--- src/design/cso_pkg.sv ---
// ----------------------------------------------------------------------------
// Collinear segment overlap splitter package
// Shared command type and fixed constants for the splitter front, queue and back.
// ----------------------------------------------------------------------------
`default_nettype none

package cso_pkg;

   // Actions for one accepted item, carried from the front to the back.
   typedef struct packed {
      logic flush_before;  // close and emit the cluster that is open
      logic open_new;      // this segment starts a new cluster
      logic flush_after;   // final item: close and emit after adding
   } cmd_ctl_type;

   localparam int QUEUE_DEPTH = 4;
   localparam int QPTR_BITS   = 2;
   localparam int PCS_BITS    = 6;
   localparam logic [PCS_BITS-1:0] PIECE_CAP = 6'd63;
   localparam int SUM_BITS    = 32;

endpackage

`default_nettype wire

--- src/design/cso_front.sv ---
// ----------------------------------------------------------------------------
// Splitter front
// Accepts segments, orders their ends and decides whether each one joins the
// open cluster, closes it, or is the final item.
// ----------------------------------------------------------------------------
`default_nettype none

module cso_front #(
   parameter int CB = 16
) (
   input  wire logic                 clock,
   input  wire logic                 reset,
   input  wire logic                 req_valid,
   output logic                      req_ready,
   input  wire logic                 req_orient,
   input  wire logic [CB-1:0]        req_line,
   input  wire logic [CB-1:0]        req_lo,
   input  wire logic [CB-1:0]        req_hi,
   input  wire logic                 req_final_item,
   input  wire logic                 q_full,
   output logic                      q_push,
   output cso_pkg::cmd_ctl_type      cmd_ctl,
   output logic                      cmd_orient,
   output logic [CB-1:0]             cmd_line,
   output logic [CB-1:0]             cmd_a,
   output logic [CB-1:0]             cmd_b
);
   import cso_pkg::*;

   logic          open_ff, open_in;
   logic          orient_ff, orient_in;
   logic [CB-1:0] line_ff, line_in;
   logic [CB:0]   reach_ff, reach_in;
   logic [CB-1:0] a, b;
   logic [CB:0]   a_ext, b_ext, a_inc;
   logic          same, join_cl;

   assign req_ready = !q_full;
   assign q_push    = req_valid && !q_full;

   always_comb begin
      a = (req_lo > req_hi) ? req_hi : req_lo;
      b = (req_lo > req_hi) ? req_lo : req_hi;
      a_ext = {1'b0, a};
      b_ext = {1'b0, b};
      a_inc = a_ext + {{CB{1'b0}}, 1'b1};
      same    = open_ff && (req_orient == orient_ff) && (req_line == line_ff);
      join_cl = same && (reach_ff > a_ext);

      cmd_ctl.flush_before = open_ff && !join_cl;
      cmd_ctl.open_new     = !join_cl;
      cmd_ctl.flush_after  = req_final_item;
      cmd_orient = req_orient;
      cmd_line   = req_line;
      cmd_a      = a;
      cmd_b      = b;

      open_in   = open_ff;
      orient_in = orient_ff;
      line_in   = line_ff;
      reach_in  = reach_ff;
      if (q_push) begin
         if (join_cl) begin
            if (b_ext > reach_ff) begin
               reach_in = b_ext;
            end
         end else begin
            orient_in = req_orient;
            line_in   = req_line;
            if (same) begin
               reach_in = b_ext;
            end else begin
               reach_in = (a_inc > b_ext) ? a_inc : b_ext;
            end
         end
         open_in = !req_final_item;
      end
   end

   always_ff @(posedge clock) begin
      if (reset) begin
         open_ff   <= 1'b0;
         orient_ff <= 1'b0;
         line_ff   <= '0;
         reach_ff  <= '0;
      end else begin
         open_ff   <= open_in;
         orient_ff <= orient_in;
         line_ff   <= line_in;
         reach_ff  <= reach_in;
      end
   end

endmodule

`default_nettype wire

--- src/design/cso_cmd_queue.sv ---
// ----------------------------------------------------------------------------
// Splitter command queue
// Short first-in first-out queue that decouples the front from the back.
// ----------------------------------------------------------------------------
`default_nettype none

module cso_cmd_queue #(
   parameter int WIDTH = 52
) (
   input  wire logic             clock,
   input  wire logic             reset,
   input  wire logic             push,
   input  wire logic [WIDTH-1:0] push_data,
   input  wire logic             pop,
   output logic [WIDTH-1:0]      pop_data,
   output logic                  full,
   output logic                  empty
);
   import cso_pkg::*;

   logic [WIDTH-1:0]     slot_ff [QUEUE_DEPTH];
   logic [QPTR_BITS-1:0] wptr_ff, wptr_in, rptr_ff, rptr_in;
   logic [QPTR_BITS:0]   cnt_ff, cnt_in;

   assign full     = (cnt_ff == (QPTR_BITS+1)'(QUEUE_DEPTH));
   assign empty    = (cnt_ff == '0);
   assign pop_data = slot_ff[rptr_ff];

   always_comb begin
      wptr_in = push ? wptr_ff + 1'b1 : wptr_ff;
      rptr_in = pop ? rptr_ff + 1'b1 : rptr_ff;
      cnt_in  = cnt_ff;
      if (push && !pop) begin
         cnt_in = cnt_ff + 1'b1;
      end else if (pop && !push) begin
         cnt_in = cnt_ff - 1'b1;
      end
   end

   always_ff @(posedge clock) begin
      if (push) begin
         slot_ff[wptr_ff] <= push_data;
      end
   end

   always_ff @(posedge clock) begin
      if (reset) begin
         wptr_ff <= '0;
         rptr_ff <= '0;
         cnt_ff  <= '0;
      end else begin
         wptr_ff <= wptr_in;
         rptr_ff <= rptr_in;
         cnt_ff  <= cnt_in;
      end
   end

endmodule

`default_nettype wire

--- src/design/cso_back.sv ---
// ----------------------------------------------------------------------------
// Splitter back
// Stores cluster endpoints, walks them in ascending order on a flush and
// emits one piece per pair of distinct neighbors through a two-entry output.
// ----------------------------------------------------------------------------
`default_nettype none

module cso_back #(
   parameter int CB   = 16,
   parameter int MAXC = 32
) (
   input  wire logic                 clock,
   input  wire logic                 reset,
   input  wire logic                 cmd_valid,
   output logic                      cmd_pop,
   input  wire cso_pkg::cmd_ctl_type cmd_ctl,
   input  wire logic                 cmd_orient,
   input  wire logic [CB-1:0]        cmd_line,
   input  wire logic [CB-1:0]        cmd_a,
   input  wire logic [CB-1:0]        cmd_b,
   output logic                      rsp_valid,
   input  wire logic                 rsp_ready,
   output logic                      rsp_out_orient,
   output logic [CB-1:0]             rsp_out_line,
   output logic [CB-1:0]             rsp_out_lo,
   output logic [CB-1:0]             rsp_out_hi,
   output logic [31:0]               rsp_total_length,
   output logic                      rsp_cluster_overflow,
   output logic                      rsp_last_of_run
);
   import cso_pkg::*;

   localparam int DEPTH = 2 * MAXC;
   localparam int IW    = $clog2(DEPTH);
   localparam int RW    = IW + 1;
   localparam int CW    = $clog2(MAXC + 1);

   localparam logic [2:0] ST_IDLE   = 3'd0;
   localparam logic [2:0] ST_ADD_A  = 3'd1;
   localparam logic [2:0] ST_ADD_B  = 3'd2;
   localparam logic [2:0] ST_SCAN   = 3'd3;
   localparam logic [2:0] ST_DECIDE = 3'd4;
   localparam logic [2:0] ST_EMIT   = 3'd5;
   localparam logic [2:0] ST_DONE   = 3'd6;

   // Endpoint memory: one write and one registered read per cycle.
   logic [CB-1:0] mem [DEPTH];
   logic [CB-1:0] mem_q;
   logic          we, re;
   logic [IW-1:0] waddr, raddr;
   logic [CB-1:0] wdata;

   logic [2:0]    state_ff, state_in;
   cmd_ctl_type   ctl_ff, ctl_in;
   logic          c_orient_ff, c_orient_in;
   logic [CB-1:0] c_line_ff, c_line_in, c_a_ff, c_a_in, c_b_ff, c_b_in;
   logic          cl_orient_ff, cl_orient_in;
   logic [CB-1:0] cl_line_ff, cl_line_in;
   logic [CW-1:0] count_ff, count_in, eff_count;
   logic          ovf_ff, ovf_in;
   logic          phase_ff, phase_in;
   logic [RW-1:0] rd_idx_ff, rd_idx_in, scan_len;
   logic          pend_ff, pend_in, found_ff, found_in;
   logic [CB-1:0] best_ff, best_in, cur_ff, cur_in;
   logic          have_cur_ff, have_cur_in, cl_emit_ff, cl_emit_in;
   logic          more_ff, more_in;
   logic [CB-1:0] pc_a_ff, pc_a_in, pc_b_ff, pc_b_in;
   logic [PCS_BITS-1:0] pcs_ff, pcs_in;
   logic [SUM_BITS-1:0] sum_ff, sum_in, sum_next;
   logic          hv_ff, hv_in, h_orient_ff, h_orient_in, h_ovf_ff, h_ovf_in;
   logic [CB-1:0] h_line_ff, h_line_in, h_lo_ff, h_lo_in, h_hi_ff, h_hi_in;
   logic [SUM_BITS-1:0] h_sum_ff, h_sum_in;
   logic          rv_ff, rv_in, r_orient_ff, r_orient_in, r_ovf_ff, r_ovf_in;
   logic          r_last_ff, r_last_in;
   logic [CB-1:0] r_line_ff, r_line_in, r_lo_ff, r_lo_in, r_hi_ff, r_hi_in;
   logic [SUM_BITS-1:0] r_sum_ff, r_sum_in;
   logic          out_free, issue;

   assign rsp_valid            = rv_ff;
   assign rsp_out_orient       = r_orient_ff;
   assign rsp_out_line         = r_line_ff;
   assign rsp_out_lo           = r_lo_ff;
   assign rsp_out_hi           = r_hi_ff;
   assign rsp_total_length     = r_sum_ff;
   assign rsp_cluster_overflow = r_ovf_ff;
   assign rsp_last_of_run      = r_last_ff;

   always_ff @(posedge clock) begin
      if (we) begin
         mem[waddr] <= wdata;
      end
      if (re) begin
         mem_q <= mem[raddr];
      end
   end

   always_comb begin
      state_in = state_ff;   ctl_in = ctl_ff;
      c_orient_in = c_orient_ff; c_line_in = c_line_ff;
      c_a_in = c_a_ff;       c_b_in = c_b_ff;
      cl_orient_in = cl_orient_ff; cl_line_in = cl_line_ff;
      count_in = count_ff;   ovf_in = ovf_ff;   phase_in = phase_ff;
      rd_idx_in = rd_idx_ff; pend_in = pend_ff; found_in = found_ff;
      best_in = best_ff;     cur_in = cur_ff;   have_cur_in = have_cur_ff;
      cl_emit_in = cl_emit_ff; more_in = more_ff;
      pc_a_in = pc_a_ff;     pc_b_in = pc_b_ff; pcs_in = pcs_ff; sum_in = sum_ff;
      hv_in = hv_ff; h_orient_in = h_orient_ff; h_ovf_in = h_ovf_ff;
      h_line_in = h_line_ff; h_lo_in = h_lo_ff; h_hi_in = h_hi_ff; h_sum_in = h_sum_ff;
      rv_in = rv_ff; r_orient_in = r_orient_ff; r_ovf_in = r_ovf_ff;
      r_last_in = r_last_ff; r_line_in = r_line_ff; r_lo_in = r_lo_ff;
      r_hi_in = r_hi_ff; r_sum_in = r_sum_ff;
      cmd_pop = 1'b0;
      we = 1'b0; re = 1'b0; waddr = '0; raddr = '0; wdata = c_a_ff;
      out_free  = !rv_ff || rsp_ready;
      eff_count = ctl_ff.open_new ? '0 : count_ff;
      scan_len  = RW'({count_ff, 1'b0});
      issue     = (rd_idx_ff != scan_len);
      sum_next  = sum_ff + SUM_BITS'(pc_b_ff - pc_a_ff);

      if (rv_ff && rsp_ready) begin
         rv_in = 1'b0;
      end

      unique case (state_ff)
         ST_IDLE: begin
            if (cmd_valid) begin
               cmd_pop = 1'b1;
               ctl_in = cmd_ctl; c_orient_in = cmd_orient; c_line_in = cmd_line;
               c_a_in = cmd_a;   c_b_in = cmd_b;
               pcs_in = '0;
               if (cmd_ctl.flush_before) begin
                  phase_in = 1'b0; have_cur_in = 1'b0; cl_emit_in = 1'b0;
                  found_in = 1'b0; rd_idx_in = '0; pend_in = 1'b0;
                  state_in = ST_SCAN;
               end else begin
                  state_in = ST_ADD_A;
               end
            end
         end
         ST_ADD_A: begin
            if (ctl_ff.open_new) begin
               cl_orient_in = c_orient_ff; cl_line_in = c_line_ff; ovf_in = 1'b0;
            end
            count_in = eff_count;
            if (eff_count < CW'(MAXC)) begin
               we = 1'b1; waddr = IW'({eff_count, 1'b0}); wdata = c_a_ff;
               state_in = ST_ADD_B;
            end else begin
               ovf_in = 1'b1;
               if (ctl_ff.flush_after) begin
                  phase_in = 1'b1; have_cur_in = 1'b0; cl_emit_in = 1'b0;
                  found_in = 1'b0; rd_idx_in = '0; pend_in = 1'b0;
                  state_in = ST_SCAN;
               end else begin
                  state_in = ST_DONE;
               end
            end
         end
         ST_ADD_B: begin
            we = 1'b1; waddr = IW'({count_ff, 1'b1}); wdata = c_b_ff;
            count_in = count_ff + 1'b1;
            if (ctl_ff.flush_after) begin
               phase_in = 1'b1; have_cur_in = 1'b0; cl_emit_in = 1'b0;
               found_in = 1'b0; rd_idx_in = '0; pend_in = 1'b0;
               state_in = ST_SCAN;
            end else begin
               state_in = ST_DONE;
            end
         end
         ST_SCAN: begin
            // Find the smallest stored end above the current one.
            re = issue;
            raddr = rd_idx_ff[IW-1:0];
            pend_in = issue;
            if (issue) begin
               rd_idx_in = rd_idx_ff + 1'b1;
            end
            if (pend_ff && (!have_cur_ff || mem_q > cur_ff)
                && (!found_ff || mem_q < best_ff)) begin
               best_in = mem_q; found_in = 1'b1;
            end
            if (!issue && !pend_ff) begin
               state_in = ST_DECIDE;
            end
         end
         ST_DECIDE: begin
            if (found_ff) begin
               cur_in = best_ff; have_cur_in = 1'b1;
               if (have_cur_ff) begin
                  pc_a_in = cur_ff; pc_b_in = best_ff; cl_emit_in = 1'b1;
                  more_in = 1'b1; state_in = ST_EMIT;
               end else begin
                  found_in = 1'b0; rd_idx_in = '0; pend_in = 1'b0;
                  state_in = ST_SCAN;
               end
            end else if (count_ff == CW'(1) && !cl_emit_ff) begin
               // A lone point segment is emitted as a zero-length piece.
               pc_a_in = cur_ff; pc_b_in = cur_ff; more_in = 1'b0;
               state_in = ST_EMIT;
            end else begin
               state_in = phase_ff ? ST_DONE : ST_ADD_A;
            end
         end
         ST_EMIT: begin
            if (pcs_ff == PIECE_CAP || !hv_ff || out_free) begin
               if (pcs_ff != PIECE_CAP) begin
                  if (hv_ff) begin
                     rv_in = 1'b1; r_orient_in = h_orient_ff; r_line_in = h_line_ff;
                     r_lo_in = h_lo_ff; r_hi_in = h_hi_ff; r_sum_in = h_sum_ff;
                     r_ovf_in = h_ovf_ff; r_last_in = 1'b0;
                  end
                  hv_in = 1'b1; h_orient_in = cl_orient_ff; h_line_in = cl_line_ff;
                  h_lo_in = pc_a_ff; h_hi_in = pc_b_ff; h_sum_in = sum_next;
                  h_ovf_in = ovf_ff;
                  sum_in = sum_next; pcs_in = pcs_ff + 1'b1;
               end
               if (more_ff) begin
                  found_in = 1'b0; rd_idx_in = '0; pend_in = 1'b0;
                  state_in = ST_SCAN;
               end else begin
                  state_in = phase_ff ? ST_DONE : ST_ADD_A;
               end
            end
         end
         ST_DONE: begin
            if (!hv_ff) begin
               state_in = ST_IDLE;
            end else if (out_free) begin
               rv_in = 1'b1; r_orient_in = h_orient_ff; r_line_in = h_line_ff;
               r_lo_in = h_lo_ff; r_hi_in = h_hi_ff; r_sum_in = h_sum_ff;
               r_ovf_in = h_ovf_ff; r_last_in = 1'b1;
               hv_in = 1'b0;
               state_in = ST_IDLE;
            end
         end
         default: state_in = ST_IDLE;
      endcase
   end

   always_ff @(posedge clock) begin
      if (reset) begin
         state_ff <= ST_IDLE;
         count_ff <= '0;
         ovf_ff   <= 1'b0;
         sum_ff   <= '0;
         hv_ff    <= 1'b0;
         rv_ff    <= 1'b0;
         pend_ff  <= 1'b0;
         cl_orient_ff <= 1'b0;
         cl_line_ff   <= '0;
      end else begin
         state_ff <= state_in;
         count_ff <= count_in;
         ovf_ff   <= ovf_in;
         sum_ff   <= sum_in;
         hv_ff    <= hv_in;
         rv_ff    <= rv_in;
         pend_ff  <= pend_in;
         cl_orient_ff <= cl_orient_in;
         cl_line_ff   <= cl_line_in;
      end
   end

   always_ff @(posedge clock) begin
      ctl_ff <= ctl_in; c_orient_ff <= c_orient_in; c_line_ff <= c_line_in;
      c_a_ff <= c_a_in; c_b_ff <= c_b_in; phase_ff <= phase_in;
      rd_idx_ff <= rd_idx_in; found_ff <= found_in; best_ff <= best_in;
      cur_ff <= cur_in; have_cur_ff <= have_cur_in; cl_emit_ff <= cl_emit_in;
      more_ff <= more_in; pc_a_ff <= pc_a_in; pc_b_ff <= pc_b_in; pcs_ff <= pcs_in;
      h_orient_ff <= h_orient_in; h_ovf_ff <= h_ovf_in; h_line_ff <= h_line_in;
      h_lo_ff <= h_lo_in; h_hi_ff <= h_hi_in; h_sum_ff <= h_sum_in;
      r_orient_ff <= r_orient_in; r_ovf_ff <= r_ovf_in; r_last_ff <= r_last_in;
      r_line_ff <= r_line_in; r_lo_ff <= r_lo_in; r_hi_ff <= r_hi_in;
      r_sum_ff <= r_sum_in;
   end

endmodule

`default_nettype wire

--- src/design/collinear_segment_overlap_splitter.sv ---
// ----------------------------------------------------------------------------
// Collinear segment overlap splitter
// Merges overlapping collinear wire segments into clusters and splits each
// cluster into non-overlapping pieces with a running total length.
// In the back an added item passes the idle, add-A, add-B and done states.
// A flush rescans the 2*N stored ends through the single read port of the
// endpoint memory to find each distinct end in turn, and emits each piece as
// it is found, held by any output stall.
// The front accepts one item per cycle while the 4-entry queue has room.
// Reset (synchronous, active high) closes the cluster, clears the length sum
// and empties the queue and output registers; the endpoint memory is not cleared.
// ----------------------------------------------------------------------------
`default_nettype none

module collinear_segment_overlap_splitter #(
   parameter int COORD_BITS  = 16,
   parameter int MAX_CLUSTER = 32
) (
   input  wire logic                  clock,
   input  wire logic                  reset,
   input  wire logic                  req_valid,
   output logic                       req_ready,
   input  wire logic                  req_orient,
   input  wire logic [COORD_BITS-1:0] req_line,
   input  wire logic [COORD_BITS-1:0] req_lo,
   input  wire logic [COORD_BITS-1:0] req_hi,
   input  wire logic                  req_final_item,
   output logic                       rsp_valid,
   input  wire logic                  rsp_ready,
   output logic                       rsp_out_orient,
   output logic [COORD_BITS-1:0]      rsp_out_line,
   output logic [COORD_BITS-1:0]      rsp_out_lo,
   output logic [COORD_BITS-1:0]      rsp_out_hi,
   output logic [31:0]                rsp_total_length,
   output logic                       rsp_cluster_overflow,
   output logic                       rsp_last_of_run
);
   import cso_pkg::*;

   localparam int CTL_BITS = $bits(cmd_ctl_type);
   localparam int QW       = CTL_BITS + 1 + 3 * COORD_BITS;

   // Front side of the queue: the classified item.
   cmd_ctl_type           f_ctl;
   logic                  f_orient;
   logic [COORD_BITS-1:0] f_line, f_a, f_b;
   logic                  q_push, q_pop, q_full, q_empty;
   logic [QW-1:0]         q_wdata, q_rdata;

   // Back side of the queue.
   cmd_ctl_type           b_ctl;
   logic                  b_orient;
   logic [COORD_BITS-1:0] b_line, b_a, b_b;

   assign q_wdata = {f_ctl, f_orient, f_line, f_a, f_b};
   assign {b_ctl, b_orient, b_line, b_a, b_b} = q_rdata;

   // The front decides join or split for each item and tracks the reach.
   cso_front #(.CB(COORD_BITS)) u_front (
      .clock          (clock),
      .reset          (reset),
      .req_valid      (req_valid),
      .req_ready      (req_ready),
      .req_orient     (req_orient),
      .req_line       (req_line),
      .req_lo         (req_lo),
      .req_hi         (req_hi),
      .req_final_item (req_final_item),
      .q_full         (q_full),
      .q_push         (q_push),
      .cmd_ctl        (f_ctl),
      .cmd_orient     (f_orient),
      .cmd_line       (f_line),
      .cmd_a          (f_a),
      .cmd_b          (f_b)
   );

   cso_cmd_queue #(.WIDTH(QW)) u_queue (
      .clock     (clock),
      .reset     (reset),
      .push      (q_push),
      .push_data (q_wdata),
      .pop       (q_pop),
      .pop_data  (q_rdata),
      .full      (q_full),
      .empty     (q_empty)
   );

   // The back stores the ends and produces the pieces in ascending order.
   cso_back #(.CB(COORD_BITS), .MAXC(MAX_CLUSTER)) u_back (
      .clock                (clock),
      .reset                (reset),
      .cmd_valid            (!q_empty),
      .cmd_pop              (q_pop),
      .cmd_ctl              (b_ctl),
      .cmd_orient           (b_orient),
      .cmd_line             (b_line),
      .cmd_a                (b_a),
      .cmd_b                (b_b),
      .rsp_valid            (rsp_valid),
      .rsp_ready            (rsp_ready),
      .rsp_out_orient       (rsp_out_orient),
      .rsp_out_line         (rsp_out_line),
      .rsp_out_lo           (rsp_out_lo),
      .rsp_out_hi           (rsp_out_hi),
      .rsp_total_length     (rsp_total_length),
      .rsp_cluster_overflow (rsp_cluster_overflow),
      .rsp_last_of_run      (rsp_last_of_run)
   );

   // A piece never runs backward.
   a_piece_order: assert property (@(posedge clock) disable iff (reset)
      rsp_valid |-> (rsp_out_lo <= rsp_out_hi))
      else $error("piece with lo above hi");

   // The back only takes an item from a queue that holds one.
   a_pop_nonempty: assert property (@(posedge clock) disable iff (reset)
      q_pop |-> !q_empty)
      else $error("queue popped while empty");

   // No piece is shown in the first cycle after reset is released.
   a_reset_quiet: assert property (@(posedge clock)
      (!reset && $past(reset)) |-> !rsp_valid)
      else $error("result valid after reset");

endmodule

`default_nettype wire

--- config.mk ---
export PLATFORM = sky130hd
export DESIGN_NAME = collinear_segment_overlap_splitter
export DESIGN_NICKNAME = d
export VERILOG_FILES = /design/src/design/cso_pkg.sv /design/src/design/cso_front.sv /design/src/design/cso_cmd_queue.sv /design/src/design/cso_back.sv /design/src/design/collinear_segment_overlap_splitter.sv
export SDC_FILE = /design/constraint.sdc
export NUM_CORES = 2
export LEC_CHECK = 0
export BUFFER_PORTS_ARGS = -buffer_cell sky130_fd_sc_hd__buf_4
export CORE_ASPECT_RATIO = 1.75
export CORE_UTILIZATION = 60
export CTS_CLUSTER_SIZE = 12
export DETAILED_ROUTE_END_ITERATION = 16
export PLACE_DENSITY = 0.77
export SKIP_CTS_REPAIR_TIMING = 1
export SLEW_MARGIN = 20
export SYNTH_ARGS = -nofsm -noshare
export SYNTH_HDL_FRONTEND = slang
export SYNTH_SLANG_ARGS = --single-unit
--- constraint.sdc ---
create_clock -name clock -period 7.3 [get_ports clock]
set_input_delay 1.095 -clock clock [delete_from_list [all_inputs] [get_ports clock]]
set_output_delay 1.095 -clock clock [all_outputs]
set_load 0.02 [all_outputs]
=== Word level (Yosys, flattened, before mapping) ===
Memories as Yosys holds them, arrays and structs flattened. A register that Yosys moved wholly into a read port is not among the register bits.
Cells that the tools add are included.

* Add/sub/neg operators: 10
* Magnitude comparators: 7
* Equality and inequality tests: 32
* Muxes and demuxes: 143
* Bitwise gates (word level): 2
* Reduce and logical (&&, ||, !) cells: 58

{| class="wikitable"
|+ Operators by type and width
! operator !! number
|-
| 16-bit two-way mux || 23
|-
| 32-bit two-way mux || 5
|-
| 16-bit one-hot mux with 2 select lines || 3
|-
| 17-bit two-way mux || 4
|-
| 32-bit one-hot mux with 2 select lines || 1
|-
| 7-bit two-way mux || 9
|-
| 1-bit two-way mux || 59
|-
| 3-bit two-way mux || 14
|-
| 7-bit one-hot mux with 6 select lines || 1
|-
| 6-bit two-way mux || 6
|-
| 6-bit one-hot mux with 2 select lines || 3
|-
| 17-bit by 16-bit > comparator with 1-bit output || 2
|-
| 32-bit adder || 1
|-
| 16-bit > comparator || 2
|-
| 2-bit by 1-bit inequality test with 1-bit output (second input constant) || 12
|-
| 3-bit one-hot mux with 7 select lines || 1
|-
| 16-bit by 1-bit adder with 17-bit output (second input constant) || 1
|-
| 16-bit by 17-bit > comparator with 1-bit output || 1
|-
| 16-bit by 16-bit subtractor with 17-bit output || 1
|-
| 16-bit equality test || 1
|-
| 16-bit less-than comparator || 1
|-
| 2-bit AND reduction || 7
|-
| 6-bit by 1-bit adder with 6-bit output (second input constant) || 2
|-
| 3-bit equality test (second input constant) || 4
|-
| 35 further kinds || 88
|}

* Flip-flop bits (word level): 402
* RAM bits: 1232
* Bits of input ports: 54
* Output and inout bits: 85
* Logic and storage cells: 300
* Memories: 2

{| class="wikitable"
|+ Memories
! name !! words !! width !! read ports !! clocked after Yosys merged registers in !! wr ports !! line !! RTL
|-
| u_back.mem || 64 || 16 || 1 || 1 || 1 || cso_back.sv:47 || <nowiki>logic [CB-1:0] mem [DEPTH];</nowiki>
|-
| u_queue.slot_ff || 4 || 52 || 1 || 1 || 1 || cso_cmd_queue.sv:21 || <nowiki>logic [WIDTH-1:0] slot_ff [QUEUE_DEPTH];</nowiki>
|}

=== Longest topological paths before layout ===
* Depth after elaboration: 7
* Depth in mapped cells: 27
* Gate-level depth less buffers: 22

=== Cells and area by module ===
A second synthesis with hierarchy kept.

* Cells, all modules: 4938
* Area total of the unflattened synthesis: 70314.9 um^2

{| class="wikitable"
|+ Modules (own cells, without submodules)
! module !! times used !! cells an instance !! area each (um^2) !! seq. area each (um^2)
|-
| cso_back || 1 || 4043 || 57727.9 || 41419.7
|-
| cso_cmd_queue || 1 || 316 || 7993.9 || 6426.2
|-
| cso_front || 1 || 578 || 4589.4 || 700.7
|-
| collinear_segment_overlap_splitter || 1 || 1 || 3.8 || 0.0
|}

=== Least setup slack after synthesis ===
OpenSTA, ideal clock, no wires.

* Path kind: input-to-reg
* Start point: input req_hi[13]
* End point: register u_front.reach_ff[14]
* Setup time: 106 ps
* Arrival: 5659 ps
* Required time: 7194 ps
* Path slack: 1535 ps
* Cell stages on the path: 23
* Cell sequence: inv_1 ha_1 nand4_2 nor3_1 a2111oi_2 a31oi_2 buf_6 buf_6 buf_4 buf_2 o21ai_0 ha_1 clkbuf_1 nand4_2 xnor2_1 ha_1 a2111oi_0 o211ai_1 o211ai_1 o21ai_2 buf_6 or4_1 o311ai_0

* Word-level cells in the longest chain between the ends: 7
* Elaborated cells between the ends (all ways): 14

{| class="wikitable"
|+ RTL lines
! item !! line !! RTL
|-
| from (decl) || collinear_segment_overlap_splitter.sv:26 || <nowiki>input wire logic [COORD_BITS-1:0] req_hi,</nowiki>
|-
| 16-bit > comparator (*) || cso_front.sv:42 || <nowiki>a = (req_lo > req_hi) ? req_hi : req_lo;</nowiki>
|-
| 16-bit two-way mux (*) || cso_front.sv:42 ||
|-
| named net f_a[0] || collinear_segment_overlap_splitter.sv:46 || <nowiki>logic [COORD_BITS-1:0] f_line, f_a, f_b;</nowiki>
|-
| 16-bit by 1-bit adder with 17-bit output || cso_front.sv:46 || <nowiki>a_inc = a_ext + {{CB{1'b0}}, 1'b1};</nowiki>
|-
| 17-bit by 16-bit > comparator with 1-bit output || cso_front.sv:73 || <nowiki>reach_in = (a_inc > b_ext) ? a_inc : b_ext;</nowiki>
|-
| 17-bit two-way mux || cso_front.sv:73 ||
|-
| 17-bit two-way mux || cso_front.sv:70 || <nowiki>if (same) begin</nowiki>
|-
| 17-bit two-way mux || cso_front.sv:63 || <nowiki>if (join_cl) begin</nowiki>
|-
| to (signal assigned) || cso_front.sv:90 || <nowiki>reach_ff <= reach_in;</nowiki>
|-
| to (decl) || cso_front.sv:33 || <nowiki>logic [CB:0] reach_ff, reach_in;</nowiki>
|}

The timed path passes the listed nets; every way through them passes the cells marked *. The select of a mux whose other input is x is not followed.
A chain may end at the register's enable or synchronous reset.

=== Worst setup path after layout ===
* Start point: input req_lo[12]
* End point: register u_front.reach_ff[15]

* Word-level cells in the longest chain between the ends: 7
* Elaborated cells between the ends (all ways): 14

{| class="wikitable"
|+ RTL lines
! item !! line !! RTL
|-
| from (decl) || collinear_segment_overlap_splitter.sv:25 || <nowiki>input wire logic [COORD_BITS-1:0] req_lo,</nowiki>
|-
| 16-bit > comparator (*) || cso_front.sv:42 ||
|-
| 16-bit two-way mux (*) || cso_front.sv:42 ||
|-
| named net f_a[0] || collinear_segment_overlap_splitter.sv:46 ||
|-
| 16-bit by 1-bit adder with 17-bit output || cso_front.sv:46 ||
|-
| 17-bit by 16-bit > comparator with 1-bit output || cso_front.sv:73 ||
|-
| 17-bit two-way mux || cso_front.sv:73 ||
|-
| 17-bit two-way mux || cso_front.sv:70 ||
|-
| 17-bit two-way mux || cso_front.sv:63 ||
|}

Marks and branches as above.

==> flow_metrics.env <==
export IMPL_hold_worst_slack_ns=0.4120
export IMPL_grt_usage=0.2671
export IMPL_endpoint_kind="register"
export IMPL_p_leak_nw=24.77
export IMPL_worstPathMaxFanout=20
export IMPL_r2r_end="u_back.h_sum_ff[31]$_DFFE_PP_"
export IMPL_post_route_period_util=0.8932
export IMPL_clk_pin_slew_worst_paths_ns=0.06
export IMPL_r2r_slack_ns=1.52
export IMPL_area_growth_pct=10.94
export IMPL_synth_top_family_by_area="multiplexers"
export IMPL_synthSimpleGateAreaFrac=0.05671
export IMPL_die_x_um=255.6
export IMPL_tightest_slew_ns=1.403
export IMPL_clkSinkCount=1652
export IMPL_num_io_pins=139
export IMPL_place_hpwl_um=92390
export IMPL_syn_nets=4330
export IMPL_gp_congestion=0.9485
export IMPL_hold_violations=0
export IMPL_drtIter0Drc=3570
export IMPL_instances_no_fill=5840
export IMPL_synth_compound_area_frac=0.07209
export IMPL_clk_path_buf_depth=3
export IMPL_hold_class="reg -> reg"
export IMPL_synthAdderAreaFrac=0.02920
export IMPL_critPathLaunch="req_lo[12]"
export IMPL_synth_top_area_frac=0.6875
export IMPL_synth_seq_area_share=0.7189
export IMPL_initial_utilization=0.6057
export IMPL_die_h_um=445.8
export IMPL_wl_per_cell_um=25.97
export IMPL_worst_ep_required_time_ns=7.91
export IMPL_path_class="in -> reg"
export IMPL_slew_viol_final=0
export IMPL_p_total_mw=25.66
export IMPL_postSynth_asyncResetShare=0
export IMPL_drtAntennaViolNets=0
export IMPL_synth_main_ff_cell="edfxtp_1"
export IMPL_globalRoute_totalOverflow=0
export IMPL_status="complete, no violations"
export IMPL_start_kind="input pin"
export IMPL_max_freq_mhz=153.4
export IMPL_cts_tree="yes"
export IMPL_rows=162
export IMPL_io_buffers=138
export IMPL_grt_pass1_wl_um=227900
export IMPL_synthCells=4121
export IMPL_synth_distinct_cells=82
export IMPL_final_setup_tns_ns=0
export IMPL_worstPathArrival_ns=7.13
export IMPL_ir_worst_vdd_mv=0.3324
export IMPL_syn_avg_cell_area_um2=16.39
export IMPL_netlist_top_cells_area="edfxtp_1 (69%), mux4_2 (8.1%), dfxtp_1 (3.1%)"
export IMPL_htreeDepth=4
export IMPL_layout_min_cycle_time_ns=6.520
export IMPL_firstDrtPassIters=6
export IMPL_powerDensity_nw_per_um2=342.6
export IMPL_die_area_um2=113900
export IMPL_clkLatencyLatePin_ns=0.77
export IMPL_placedCellCount=5614
export IMPL_synth_cell_area_um2=67530
export IMPL_numCtsBuffers=157
export IMPL_ys_ff_latch=1652
export IMPL_synth_xor_area_frac=0.01141
export IMPL_setup_viol=0
export IMPL_max_slew_margin=0.05911
export IMPL_drcViolationCount=0
export IMPL_r2r_start="u_back.pc_b_ff[0]$_DFFE_PP_"
export IMPL_drive_gt1_frac=0.1687
export IMPL_antenna_found_initial=2
export IMPL_synth_most_common_cell="edfxtp_1"
export IMPL_ys_top_cells_by_count="edfxtp_1 (1546), nand2_1 (272), mux4_2 (244)"
export IMPL_crit_path_end="u_front.reach_ff[15]$_SDFFE_PP0P_"
export IMPL_synth_edf_count=1546
export IMPL_core_area_um2=111500
export IMPL_finalNetCount=4506
export IMPL_rsz0062_at_grt="false"
export IMPL_r2r_cells=19
export IMPL_synth_area_mux_share=0.08979
export IMPL_wl_um=151700
export IMPL_grt_start_max_net_pins=133
export IMPL_vias_per_cell=6.442
export IMPL_n_fill_cell=7283
export IMPL_maxCapViolations=0
export IMPL_min_delay_start="u_back.h_sum_ff[8]$_DFFE_PP_"
export IMPL_synth_top_area_cell="edfxtp_1"
export IMPL_vias=37620
export IMPL_skew_ns=0.02497
export IMPL_yosysWarnings=0
export IMPL_grt_pass1_vias=38100
export IMPL_cts_root_buf="clkbuf_16"
==> state kept, by name (all words and copies together) (netlist names), 17 cells and up, named ones only <==
signal,cells
u_back.h_sum_ff,32
u_back.mem,1024
u_back.rsp_total_length,32
u_back.sum_ff,32
u_front.reach_ff,17
u_queue.slot_ff,208
==> worst max-delay path, cell delays in order <==
cell       delay [ns]
buf_4            0.12
ha_1             0.34
nand4_2          0.14
nor3_1           0.08
a2111oi_2        0.50
a31oi_4          0.21
o21ai_0          0.66
ha_1             0.55
nand4_2          0.22
xnor2_1          0.25
ha_1             0.29
a2111oi_0        0.97
o211ai_1         0.27
o211ai_1         0.40
o21ai_2          0.38
or4_1            0.50
o311ai_0         0.13
==> power by group <==
group	total [mW]	switching, mW	internal [mW]
sequential	12.6	0.323	12.3
combinational	5.74	4.04	1.70
clock	7.33	3.27	4.06
==> layout make-up <==
class,instances,area [µm²],area share
Clock inverter,14,175.2,0.002338
Clock buffer,210,4264,0.05692
Tap cell,1476,1847,0.02465
Sequential cell,1652,48550,0.6481
Antenna cell,2,5.005,0.00006681
Inverter,139,529.3,0.007065
Multi-Input combinational cell,2108,17720,0.2366
Timing Repair Buffer,239,1819,0.02428
==> how the worst min path moves through the flow <==
stage,endpoint,slack (ns),cells after the start
2_1_floorplan,u_back.rsp_cluster_overflow$_DFFE_PP_,0.40,0
3_3_place_gp,u_back.rsp_total_length[4]$_DFFE_PP_,0.40,0
3_5_place_dp,u_back.rsp_out_hi[11]$_DFFE_PP_,0.40,0
4_1_cts,u_back.rsp_total_length[8]$_DFFE_PP_,0.42,0
5_1_grt,u_back.rsp_out_lo[11]$_DFFE_PP_,0.42,0
6_report,u_back.rsp_total_length[8]$_DFFE_PP_,0.41,0
==> metal layers <==
layer  vias to the layer above  global-route usage  routed length, µm
li1                      16540                   -                  -
met1                     19080              0.3119              53550
met2                      1630              0.4760              80660
met3                       374             0.03664               9173
met4                         2              0.1473               8291
met5                         -                   0                 12
==> layout by cell type, fill, tap and decap left out, drive strengths merged, types with 8 or more instances in the layout <==
| cell | count |
|---|---|
| a21o | 24 |
| nand4 | 27 |
| and2 | 24 |
| nand2 | 275 |
| a211oi | 34 |
| o21ai | 207 |
| ha | 152 |
| mux4 | 244 |
| o2bb2ai | 10 |
| o22ai | 131 |
| a31oi | 21 |
| or3 | 134 |
| nor3 | 25 |
| o21a | 20 |
| mux2i | 47 |
| xnor2 | 64 |
| nand3 | 35 |
| mux2 | 8 |
| a21oi | 126 |
| edfxtp | 1546 |
| inv | 147 |
| and3 | 23 |
| nand2b | 16 |
| clkbuf | 210 |
| buf | 239 |
| dfxtp | 106 |
| o21bai | 8 |
| nor2b | 16 |
| xor2 | 24 |
| o211ai | 137 |
| nor2 | 183 |
| nor4 | 10 |
==> cell families after synthesis <==
group           after synthesis
compound gates              770
xor+xnor                     88
fa+ha+maj                   156
buf+inv                     361
flops                      1652
mux                         299
simple gates                795
==> through the flow <==
step                  util  setup WS, ns  cell area, µm²
global route        0.6720        0.7274           74910
floorplan                -         1.535           67530
finish              0.6720        0.7797           74910
global placement    0.6317        0.3656           70420
detailed placement  0.6317        0.2261           70430
CTS                 0.6715         1.036           74860
No activity file was read; power rests on OpenSTA's default activity.
